## config.mk

```make
export PLATFORM = sky130hd
export DESIGN_NAME = trm_ram
export DESIGN_NICKNAME = d
export VERILOG_FILES = /design/src/rtl/trm_ram.sv
export SDC_FILE = /design/constraint.sdc
export NUM_CORES = 1
export LEC_CHECK = 0
export BUFFER_PORTS_ARGS = -buffer_cell sky130_fd_sc_hd__clkbuf_2
export CAP_MARGIN = 0
export CORE_MARGIN = 4
export CORE_UTILIZATION = 40
export DETAILED_ROUTE_END_ITERATION = 10
export GPL_ROUTABILITY_DRIVEN = 1
export PLACE_DENSITY = 0.67
export SLEW_MARGIN = 40
export SYNTH_ARGS = -nofsm -noshare
export SYNTH_HDL_FRONTEND = slang
export SYNTH_SLANG_ARGS = --single-unit
```

## constraint.sdc

```tcl
create_clock -name i_clk -period 4 [get_ports i_clk]
set_clock_uncertainty 0.05 [all_clocks]
set_input_delay 0.4 -clock i_clk [delete_from_list [all_inputs] [get_ports i_clk]]
set_output_delay 0.4 -clock i_clk [all_outputs]
set_load 0.005 [all_outputs]
```

## src/rtl/trm_ram.sv

```systemverilog
// generic single write port RAM with registered read and read enable
// no dependencies
module trm_ram #(
    parameter int WIDTH = 32,
    parameter int DEPTH = 16
) (
    input  logic                                   i_clk,
    input  logic                                   i_we,
    input  logic [(DEPTH > 1 ? $clog2(DEPTH) : 1)-1:0] i_waddr,
    input  logic [WIDTH-1:0]                       i_wdata,
    input  logic                                   i_re,
    input  logic [(DEPTH > 1 ? $clog2(DEPTH) : 1)-1:0] i_raddr,
    output logic [WIDTH-1:0]                       o_rdata
);

    logic [WIDTH-1:0] r_mem [DEPTH];
    logic [WIDTH-1:0] r_rdata;

    always_ff @(posedge i_clk) begin
        if (i_we) begin
            r_mem[i_waddr] <= i_wdata;
        end
        if (i_re) begin
            r_rdata <= r_mem[i_raddr];
        end
    end

    assign o_rdata = r_rdata;

endmodule

```

==> results by group <==
Yosys
  • Yosys warnings: 0
  • Number of synthesized flops with an enable pin: 544
  • Main synth FF type: edfxtp_1
  • Mapped Nets: 881
  • Synth Area per Inst: 24.1 um2
  • Area contributors post-synth: edfxtp_1 (81%), mux4_2 (14%), a22oi_1 (2.4%)
  • Largest area contributor in the netlist: edfxtp_1
  • Synth Instances: 838
  • Most frequent cell after synthesis: edfxtp_1
  • Netlist cell types: 17
  • Synth Cell Area: 0.0202 mm2
  • Commonest cells in the synthesized netlist: edfxtp_1 (544), mux4_2 (128), a22oi_1 (64)
  • Seq/Total Area, Yosys: 81.0%
  • Post-synth ARST share: 0%
  • Top-area cell type share of the netlist area: 81.0%
  • #FFs+latches synth: 544

STA
  • Setup TNS: 0 ns
  • Slew headroom: 43.3%
  • # setup viols final: 0
  • RSZ-0062 raised after global routing: no
  • Tcrit/Tclk final: 48.7%
  • Tmin final: 1.95 ns
  • Final hold vios: 0
  • Worst-Margin Slew: 0.850 ns
  • Fmax: 0.513 GHz
  • Final slew viol count: 0

Die
  • Initial core utilization: 40.4%
  • I/O pin cnt: 75
  • Die Span X: 233 um
  • Die Area: 0.0541 mm2
  • Site row count: 82
  • Vert. Die Dim: 233 um
  • Core area: 0.0500 mm2

CTS
  • Postcts setup bufs: 0
  • CTS tree: yes
  • Clock slew at reported path FFs: 0.06 ns
  • CTS sink cnt: 544
  • Worst-Skew Late Latency: 0.57 ns
  • H-tree Lvls: 2
  • Hold-fix buffers, CTS: 0
  • Max clock buf depth: 3
  • Num CTS Buffers: 53
  • CTS root buffer: clkbuf_16
  • Cts repair resizes: 0

Placed design
  • Dpl cells: 1582
  • Routability cong.: 0.716
  • Port bufs: 74
  • Post-detail-place hpwl: 23100 um

Drt
  • Max layer used: met5
  • Total number of vias: 9262
  • Final antenna-violating net count: 0
  • Initial DRC count: 1117
  • DRT met1 WL: 19000 um
  • Total wire length: 42600 um
  • Met2 routed WL: 19800 um
  • Drt drc: 0
  • DR vias/cell: 5.51
  • DR WL/cell: 25.4 um
  • Router iterations before antenna repair: 5
  • Met3 wire len: 2930 um

Worst setup path
  • CP Launch Type: input port
  • Crit end category: flop
  • Critical path class: in2reg
  • Critical Path RT: 4.27 ns
  • Worst-path maximum fanout: 44
  • Worst Path Arrival: 2.22 ns

Global route
  • GR Overflow Total: 0
  • Largest net degree at the start of global routing: 129
  • First-pass GRT wire length: 63100 um
  • Initial antenna violation count: 4
  • Vias in the first global route: 9560
  • GRT Overall Usage: 15.8%

Power
  • Clock power frac: 41.5%
  • Tot Pwr: 12000 uW
  • Leakage: 0.00752 uW
  • Worst VDD drop: 0.000325 V
  • Pwr dens: 509 mW/mm2
  • Switching Share: 19.9%
  • Share of power burned in registers: 53.8%
  • Internal power: 9610 uW
  • Combinational Power Share: 4.7%
  • Net Sw Power: 2390 uW

Layout
  • Net count, final: 1009
  • Synth-to-Final Area Change: 16.8%
  • Fin cells: 1682
  • Layout cells sized above 1: 34.1%

Job
  • Max cap viols: 0

Status
  • Outcome: complete, no violations

Worst hold path
  • Worst Hold Class: in2reg
-- critical path: stages --
cell	delay, ns
clkbuf_8	0.43
buf_4	0.47
mux4_2	0.55
a22oi_1	0.23
nand2_1	0.09
-- cell usage in the layout (no fill, tap or decap), types with 6 or more instances in the layout --
cell / synthesis / layout
clkinv_2: 0 / 12
clkinv_1: 0 / 13
nor2_4: 0 / 13
bufinv_16: 0 / 7
buf_16: 0 / 7
clkbuf_1: 17 / 6
mux4_2: 128 / 128
clkbuf_16: 0 / 55
edfxtp_1: 544 / 544
a22oi_1: 64 / 64
buf_4: 11 / 31
clkbuf_2: 0 / 72
nand2_1: 33 / 33
-- sequential cells by signal (all words and copies together), names as in the netlist --
signal / cells
r_mem: 512
o_rdata: 32
-- area by class of cell --
class | instances | area [um2]
Fill cell | 4051 | 26400
Sequential cell | 544 | 16300
Multi-Input combinational cell | 251 | 3750
Clock buffer | 61 | 1400
Timing Repair Buffer | 116 | 885
Tap cell | 672 | 841
Clock inverter | 37 | 358
Antenna cell | 1 | 2.50
-- power groups by stage --
stage | Clock, uW | Combinational [uW] | Sequential [uW]
after floorplan | 0 | 307 | 6570
after global placement | 0 | 540 | 6570
after detailed placement | 0 | 567 | 6580
after CTS | 5080 | 568 | 6460
after global routing | 5310 | 608 | 6470
final | 4980 | 558 | 6460
-- logic make-up (layout without fill, tap and decap cells) --
kind of cell | count (synthesis) | in the layout | share of synthesized area, %
and+or+nand+nor | 59 | 59 | 1.25
muxes | 128 | 128 | 14.3
buffers and inverters | 43 | 214 | 1.10
DFF | 544 | 544 | 81.0
other | 0 | 1 | 0
AOI/OAI and AO/OA | 64 | 64 | 2.38
-- routing by layer --
metal  vias up  GRT usage (%)
met3        67           2.62
li1       3864              -
met2       364           24.0
met1      4963           24.1
met4         4           3.87
met5         -              0
-- through the flow --
step / instance area, um2 / hold WS, ns / utilization (%) / worst slack, ns
CTS: 23600 / 0.145 / 47.1 / 1.98
floorplan: 20200 / 0.449 / - / 0.370
global placement: 21600 / 0.672 / 43.2 / 1.40
finish: 23600 / 0.176 / 47.2 / 2.05
detailed placement: 21800 / 0.689 / 43.6 / 1.35
global route: 23600 / 0.183 / 47.2 / 1.86
-- worst paths after layout --
check | start | to | slack [ns] | cells past startpoint
worst min register to register | r_mem[15][20]$_DFFE_PP_ | o_rdata[20]$_DFFE_PP_ | 0.69 | 3
worst min-delay path | i_wdata[14] | r_mem[7][14]$_DFFE_PP_ | 0.18 | 1
worst max register to register | r_mem[11][3]$_DFFE_PP_ | o_rdata[3]$_DFFE_PP_ | 2.44 | 3
worst max-delay path | i_raddr[0] | o_rdata[13]$_DFFE_PP_ | 2.05 | 5
Note: power is estimated with default switching activity, not from simulation.
