===== config.mk =====
export PLATFORM = sky130hd
export DESIGN_NAME = trm_exec
export DESIGN_NICKNAME = d
export VERILOG_FILES = /design/src/rtl/trm_pkg.sv /design/src/rtl/trm_exec.sv
export SDC_FILE = /design/constraint.sdc
export NUM_CORES = 1
export LEC_CHECK = 0
export BUFFER_PORTS_ARGS = -buffer_cell sky130_fd_sc_hd__buf_2
export CORE_ASPECT_RATIO = 1.5
export CORE_MARGIN = 2
export CORE_UTILIZATION = 40
export DETAILED_ROUTE_END_ITERATION = 6
export SYNTH_ARGS = -nofsm -noshare
export SYNTH_HDL_FRONTEND = slang
export SYNTH_SLANG_ARGS = --single-unit

===== constraint.sdc =====
create_clock -name vclk -period 15.39
set_input_delay 3.8475 -clock vclk [all_inputs]
set_output_delay 3.8475 -clock vclk [all_outputs]
set_load 0.01 [all_outputs]

===== src/rtl/trm_pkg.sv =====
// types, opcodes and helpers for the tiny register machine execute block
// no dependencies; used by trm_exec, the top level and the bench
package trm_pkg;

    localparam int REG_COUNT     = 16;
    localparam int REG_AW        = 4;
    localparam int DATA_WIDTH    = 32;
    localparam int MEM_DEPTH_DEF = 256;
    localparam int PC_W          = 9;

    typedef enum logic [7:0] {
        OP_MOV    = 8'h00,
        OP_ADD    = 8'h01,
        OP_SUB    = 8'h02,
        OP_MUL    = 8'h03,
        OP_IFSM   = 8'h04,
        OP_SET    = 8'h05,
        OP_JMP    = 8'hFB,
        OP_INPUT  = 8'hFC,
        OP_OUTPUT = 8'hFD,
        OP_LOAD   = 8'hFE,
        OP_STORE  = 8'hFF
    } t_opcode;

    typedef struct packed {
        logic [7:0]         mode;
        logic [7:0]         operand;
        logic signed [31:0] in_value;
    } t_in_item;

    typedef struct packed {
        logic [PC_W-1:0]    next_pc;
        logic               out_valid;
        logic signed [31:0] out_value;
        logic               was_skipped;
        logic               illegal;
    } t_out_item;

    typedef struct packed {
        logic                  reg_we;
        logic [REG_AW-1:0]     reg_waddr;
        logic [DATA_WIDTH-1:0] reg_wdata;
        logic                  mem_we;
        logic [DATA_WIDTH-1:0] mem_wdata;
        logic                  flag_next;
        logic [PC_W-1:0]       pc_next;
    } t_exec_ctl;

    // operand byte modulo the memory depth; recip is ceil(65536 / depth), exact for 8-bit values
    function automatic logic [7:0] mem_index(input logic [7:0] value, input int depth,
                                             input int recip);
        logic [23:0] prod;
        logic [15:0] back;
        prod = 24'(value) * 24'(recip);
        back = 16'(prod[23:16]) * 16'(depth);
        return value - back[7:0];
    endfunction

endpackage


===== src/rtl/trm_exec.sv =====
// instruction decode and alu for one instruction held in the input register
// depends on trm_pkg
module trm_exec (
    input  logic                             i_fire,
    input  trm_pkg::t_in_item                i_item,
    input  logic [trm_pkg::DATA_WIDTH-1:0]   i_rd_a,
    input  logic [trm_pkg::DATA_WIDTH-1:0]   i_rd_b,
    input  logic [trm_pkg::DATA_WIDTH-1:0]   i_mem_q,
    input  logic [trm_pkg::PC_W-1:0]         i_pc,
    input  logic                             i_flag,
    output trm_pkg::t_exec_ctl               o_ctl,
    output trm_pkg::t_out_item               o_res
);

    import trm_pkg::*;

    logic [REG_AW-1:0] dst;
    logic [REG_AW-1:0] src;
    logic              legal;
    logic              reg_we;
    logic              mem_we;

    assign dst = i_item.operand[7:4];
    assign src = i_item.operand[3:0];

    always_comb begin
        legal = (i_item.mode inside {[OP_MOV:OP_SET], [OP_JMP:OP_STORE]});
    end

    always_comb begin
        reg_we            = 1'b0;
        mem_we            = 1'b0;
        o_ctl             = '0;
        o_ctl.reg_waddr   = dst;
        o_ctl.mem_wdata   = i_rd_a;
        o_ctl.flag_next   = i_flag;
        o_ctl.pc_next     = i_pc + PC_W'(1);
        o_res             = '0;
        o_res.illegal     = ~legal;

        if (!i_flag) begin
            o_ctl.flag_next   = 1'b1;
            o_res.was_skipped = 1'b1;
        end else if (!legal) begin
            o_ctl.pc_next = i_pc;
        end else begin
            case (i_item.mode)
                OP_MOV: begin
                    reg_we          = 1'b1;
                    o_ctl.reg_wdata = i_rd_b;
                end
                OP_ADD: begin
                    reg_we          = 1'b1;
                    o_ctl.reg_wdata = i_rd_a + i_rd_b;
                end
                OP_SUB: begin
                    reg_we          = 1'b1;
                    o_ctl.reg_wdata = i_rd_a - i_rd_b;
                end
                OP_MUL: begin
                    reg_we          = 1'b1;
                    o_ctl.reg_wdata = i_rd_a * i_rd_b;
                end
                OP_IFSM: begin
                    o_ctl.flag_next = ($signed(i_rd_a) < $signed(i_rd_b));
                end
                OP_SET: begin
                    reg_we          = 1'b1;
                    o_ctl.reg_wdata = DATA_WIDTH'(src);
                end
                OP_JMP: begin
                    o_ctl.pc_next = {1'b0, i_item.operand};
                end
                OP_INPUT: begin
                    reg_we          = 1'b1;
                    o_ctl.reg_waddr = src;
                    o_ctl.reg_wdata = i_item.in_value;
                end
                OP_OUTPUT: begin
                    o_res.out_valid = 1'b1;
                    o_res.out_value = i_rd_b;
                end
                OP_LOAD: begin
                    reg_we          = 1'b1;
                    o_ctl.reg_waddr = '0;
                    o_ctl.reg_wdata = i_mem_q;
                end
                OP_STORE: begin
                    mem_we = 1'b1;
                end
                default: begin
                    o_ctl.pc_next = i_pc;
                end
            endcase
        end

        o_ctl.reg_we  = i_fire & reg_we;
        o_ctl.mem_we  = i_fire & mem_we;
        o_res.next_pc = o_ctl.pc_next;
    end

endmodule


==> flow_summary.ini, run 1 <==
[sta]
finalSetupViolations = 0
hold_viol_final = 0
drv_slew = 0
rsz0062_at_grt = no
layout_min_cycle_time_ns = 15.05
setup_tns_ns = 0
maxSlewHeadroom = 0.281
fin_crit_sh = 0.978
fmax_mhz = 66.4
worstMarginPinSlew_ns = 1.08

[placement]
gp_congestion = 0.982
hpwl_um = 68500
port_buffers = 279

[cells_and_area]
fillers = 5312
nets = 3466
multi_input_area_sq_um = 18500
seq_area_sq_um = 0
nClkBuffers = 0
area_delta_synth_final_pct = 8.01
drive_gt1_frac = 0.129
seq_cells = 0

[cts]
postCtsHoldBufs = 0
cts.repair.resized = 0
cts_setup_buffers = 0

[min_path]
min-delay-path-class = input port to primary output
min_from = i_rd_a[31]

[route]
num_vias = 19600
antenna_left = 0
wl_um = 85000
dr.pass1.iters = 6
drt_iter0_drc = 1527
drc = 0
wl_per_cell_um = 25.1
vias_per_cell = 5.79

[run]
maxCapViolations = 0

[setup_path]
critPathSlowestCell = buf_2
end_kind = primary output
arrival_ns = 11.21
slowest_delay_ns = 0.58
crit_type = input port to primary output
timing.critical_path.required_ns = 11.54
critPathLaunchType = input port
crit_fanout = 24
endpoint = o_ctl[74]
crit_start = i_rd_a[10]
cp_common_cell = fa_1

[grt]
grt_pass1_wl_um = 128000
overflow = 0
grt_max_degree = 35
antenna_found_initial = 4
grt.total_usage = 0.315
grt_pass1_vias = 20700

[floorplanning]
core_area_sq_um = 51800
dieHeight_um = 285
dieArea_sq_um = 54400
initial_core_util = 0.405
dieWidth_um = 191
ioPinCount = 279
fp-row-count = 102

[synth]
synth_nets = 3329
synth.distinct_cells = 79
synthCells = 2577
syn_avg_cell_area_sq_um = 8.15
netlist_area_sq_um = 21000
yosys_warnings = 0
yosysSeqAreaShare = 0

[status]
outcome = completed
-- logic make-up (layout without fill, tap and decap cells) --
group | after synthesis | count (layout) | synth area share
buffers and inverters | 631 | 766 | 0.122
adder cells (fa/ha/maj) | 597 | 597 | 0.502
AND/OR/NAND/NOR | 836 | 836 | 0.194
multiplexers | 9 | 9 | 0.00429
XOR/XNOR | 99 | 99 | 0.0413
AO/OA/AOI/OAI | 405 | 405 | 0.136
other | 0 | 4 | 0
-- how the worst min path moves through the flow --
| stage | to | cells past startpoint |
|---|---|---|
| 2_1_floorplan | o_res[1] | 1 |
| 3_3_place_gp | o_ctl[41] | 2 |
| 3_5_place_dp | o_ctl[41] | 2 |
| 4_1_cts | o_ctl[41] | 2 |
| 5_1_grt | o_ctl[41] | 2 |
| 6_report | o_ctl[41] | 2 |
-- per-layer routing --
metal	track usage	part of all wire	vias to the layer above
li1	-	-	8387
met1	0.360	0.36	9964
met2	0.557	0.50	987
met3	0.0449	0.070	283
met4	0.173	0.066	2
met5	0	0.00014	-
-- through the flow --
step,hold slack (ns),utilization,instance area [sq um],setup slack (ns),std cells
floorplan,7.77,-,21000,1.31,2577
global placement,7.93,0.438,22700,0.484,3387
detailed placement,7.94,0.438,22700,0.390,3387
CTS,7.94,0.438,22700,0.405,3387
global route,7.95,0.438,22700,0.0409,3390
finish,7.94,0.438,22700,0.337,3392
-- cell usage after synthesis, drive strengths merged, types with 3 or more instances --
library cell	count	area [sq um]
nand3	19	95.1
a32o	5	50.1
a311oi	3	26.3
a221o	11	110
and3	10	62.6
nand4	7	43.8
a31oi	29	188
nor2	105	399
a21o	25	189
o211ai	14	110
and2	257	1610
buf	65	438
fa	410	8210
a2111oi	4	73.8
nand2b	13	81.3
o22ai	6	37.5
or2	5	31.3
mux2i	9	90.1
a21oi	105	526
inv	447	1680
a22o	5	43.8
xor2	24	210
or3	8	50.1
o32ai	3	26.3
nor4b	3	26.3
o21ai	67	343
nor3	54	275
o221ai	10	87.6
a32oi	3	26.3
a211oi	6	45.0
o21bai	21	158
nor2b	16	100
a22oi	17	128
o41ai	4	50.1
o21a	8	60.1
o311ai	5	61.3
clkbuf	118	443
ha	187	2340
xnor2	75	657
a221oi	9	91.3
nor4	3	18.8
o31ai	11	101
a222oi	19	190
a31o	5	43.8
nand2	329	1230
-- cell type report --
type / count / share of cell area
Inverter: 448 / 0.0741
Antenna cell: 4 / 0.000441
Multi-Input combinational cell: 1946 / 0.814
Tap cell: 676 / 0.0373
Timing Repair Buffer: 318 / 0.0744
-- worst max-delay path: cells and delay by family --
| family | cells | cell delay [ns] |
|---|---|---|
| adder cells (fa/ha/maj) | 9 | 3.98 |
| AO/OA/AOI/OAI | 5 | 1.17 |
| buffers and inverters | 5 | 1.03 |
| AND/OR/NAND/NOR | 5 | 0.98 |
| XOR/XNOR | 1 | 0.18 |
-- placed cells by master (no fill, tap or decap), types with 17 or more instances in the layout --
cell type,netlist,final
nand3_1,19,19
nand2_1,329,329
a21oi_1,105,105
a21o_1,24,24
xor2_1,24,24
buf_4,41,38
inv_1,446,446
nor2_1,103,100
o21ai_0,59,59
a222oi_1,19,19
ha_1,187,187
nor3_1,53,52
xnor2_1,75,75
buf_2,20,279
a31oi_1,28,28
a22oi_1,17,17
o21bai_1,21,21
fa_1,410,410
and2_1,256,256
Power of run 1 is left out: the tool's default activity adds up to more than one toggle a clock period on the data nets, which glitch-free logic cannot reach.
==> run 2, diff against run 1 <==
--- a/config.mk
+++ b/config.mk
@@ -10,6 +10,7 @@
 export CORE_MARGIN = 2
 export CORE_UTILIZATION = 40
 export DETAILED_ROUTE_END_ITERATION = 6
+export SETUP_SLACK_MARGIN = 0.02
 export SYNTH_ARGS = -nofsm -noshare
 export SYNTH_HDL_FRONTEND = slang
 export SYNTH_SLANG_ARGS = --single-unit
==> constraint.sdc (replaced) <==
create_clock -name vclk -period 15.39
set_input_delay 3.8475 -clock vclk [all_inputs]
set_output_delay 3.8475 -clock vclk [all_outputs]
set_load 0.02 [all_outputs]
==> flow_summary.ini, run 2 (synthesized netlist as in run 1, its figures left out) <==
[min_path]
min-delay-path-class = input port to primary output
min_from = i_rd_a[31]
hold_depth = 2
hold_end = o_ctl[41]

[setup_path]
crit_type = input port to primary output
arrival_ns = 11.18
end_kind = primary output
timing.critical_path.required_ns = 11.54
crit_fanout = 24
cp_common_cell = fa_1
critPathSlowestCell = buf_2
critPathLaunchType = input port
slowest_delay_ns = 0.55

[cells_and_area]
nets = 3464
mostFrequentLayoutCell = inv_1
multi_input_area_sq_um = 18500
layout_common_cells = inv_1 (446), fa_1 (410), nand2_1 (329), buf_2 (277), and2_1 (256)
fillers = 5269
seq_cells = 0
drive_gt1_frac = 0.129
layoutNonFillerInstCount = 3391
area_delta_synth_final_pct = 8.01
seq_area_sq_um = 0
nClkBuffers = 0

[route]
antenna_left = 0
drt_iter0_drc = 1474
dr.pass1.iters = 7
num_vias = 19500
vias_per_cell = 5.76
wl_per_cell_um = 25.2
drc = 2
wl_um = 85600

[sta]
drv_slew = 0
setup_tns_ns = 0
hold_viol_final = 0
fin_crit_sh = 0.976
finalSetupViolations = 0
rsz0062_at_grt = no
worstMarginPinSlew_ns = 1.19
fmax_mhz = 66.6
maxSlewHeadroom = 0.199
layout_min_cycle_time_ns = 15.03
holdWs_ns = 7.98

[floorplanning]
dieArea_sq_um = 54400
dieHeight_um = 285
core_area_sq_um = 51800
ioPinCount = 279
initial_core_util = 0.405
dieWidth_um = 191
fp-row-count = 102

[grt]
grt_pass1_vias = 20900
grt_pass1_wl_um = 127000
antenna_found_initial = 7
overflow = 0
grt_max_degree = 35
grt.total_usage = 0.314

[status]
outcome = complete, but fails checks
violations = DRC

[cts]
postCtsHoldBufs = 0
cts_setup_buffers = 0
cts.repair.resized = 0

[placement]
gp_congestion = 0.954
port_buffers = 279
dp.cells = 3386
hpwl_um = 68400

[run]
maxCapViolations = 0
## run 2: cell count changes in the layout (fill, tap and decap cells not counted), sizes merged
cell    change
buf         -3
clkbuf      +1
diode       +1
## run 2: metrics by stage
stage / setup WS [ns] / cell area [sq um] / util
4_1_cts: 0.351 / 22700 / 0.437
2_1_floorplan: 1.16 / 21000 / -
3_3_place_gp: 0.498 / 22700 / 0.437
5_1_grt: 0.0696 / 22700 / 0.438
3_5_place_dp: 0.355 / 22700 / 0.437
6_report: 0.364 / 22700 / 0.438
## run 2: worst max path at each step
stage,startpoint,to,slack [ns]
6_report,i_rd_a[10],o_ctl[74],0.36
3_3_place_gp,i_rd_b[7],o_ctl[74],0.50
2_1_floorplan,i_rd_b[3],o_ctl[71],1.16
4_1_cts,i_rd_b[7],o_ctl[74],0.35
3_5_place_dp,i_rd_b[7],o_ctl[74],0.36
5_1_grt,i_rd_a[10],o_ctl[74],0.07
## run 2: layer usage
metal	part of all wire	routed length, um	up-vias	track usage
met5	0.00026	22	-	0
met4	0.063	5430	4	0.173
met1	0.36	30800	9956	0.353
met2	0.50	43200	929	0.559
li1	-	-	8384	-
met3	0.072	6140	254	0.0525
## run 2: critical path, delay by kind of cell
kind	cells	cell delay, ns
buffers and inverters	5	1.03
adder cells (fa/ha/maj)	9	3.96
XOR/XNOR	1	0.16
AND/OR/NAND/NOR	5	1.02
AO/OA/AOI/OAI	5	1.14
## run 2: layout make-up
type / count / share of cell area
repair buffers: 316 / 0.0740
multi-input cells: 1946 / 0.814
diodes: 5 / 0.000551
inverters: 448 / 0.0741
well taps: 676 / 0.0373
Power of run 2 is left out for the same reason.
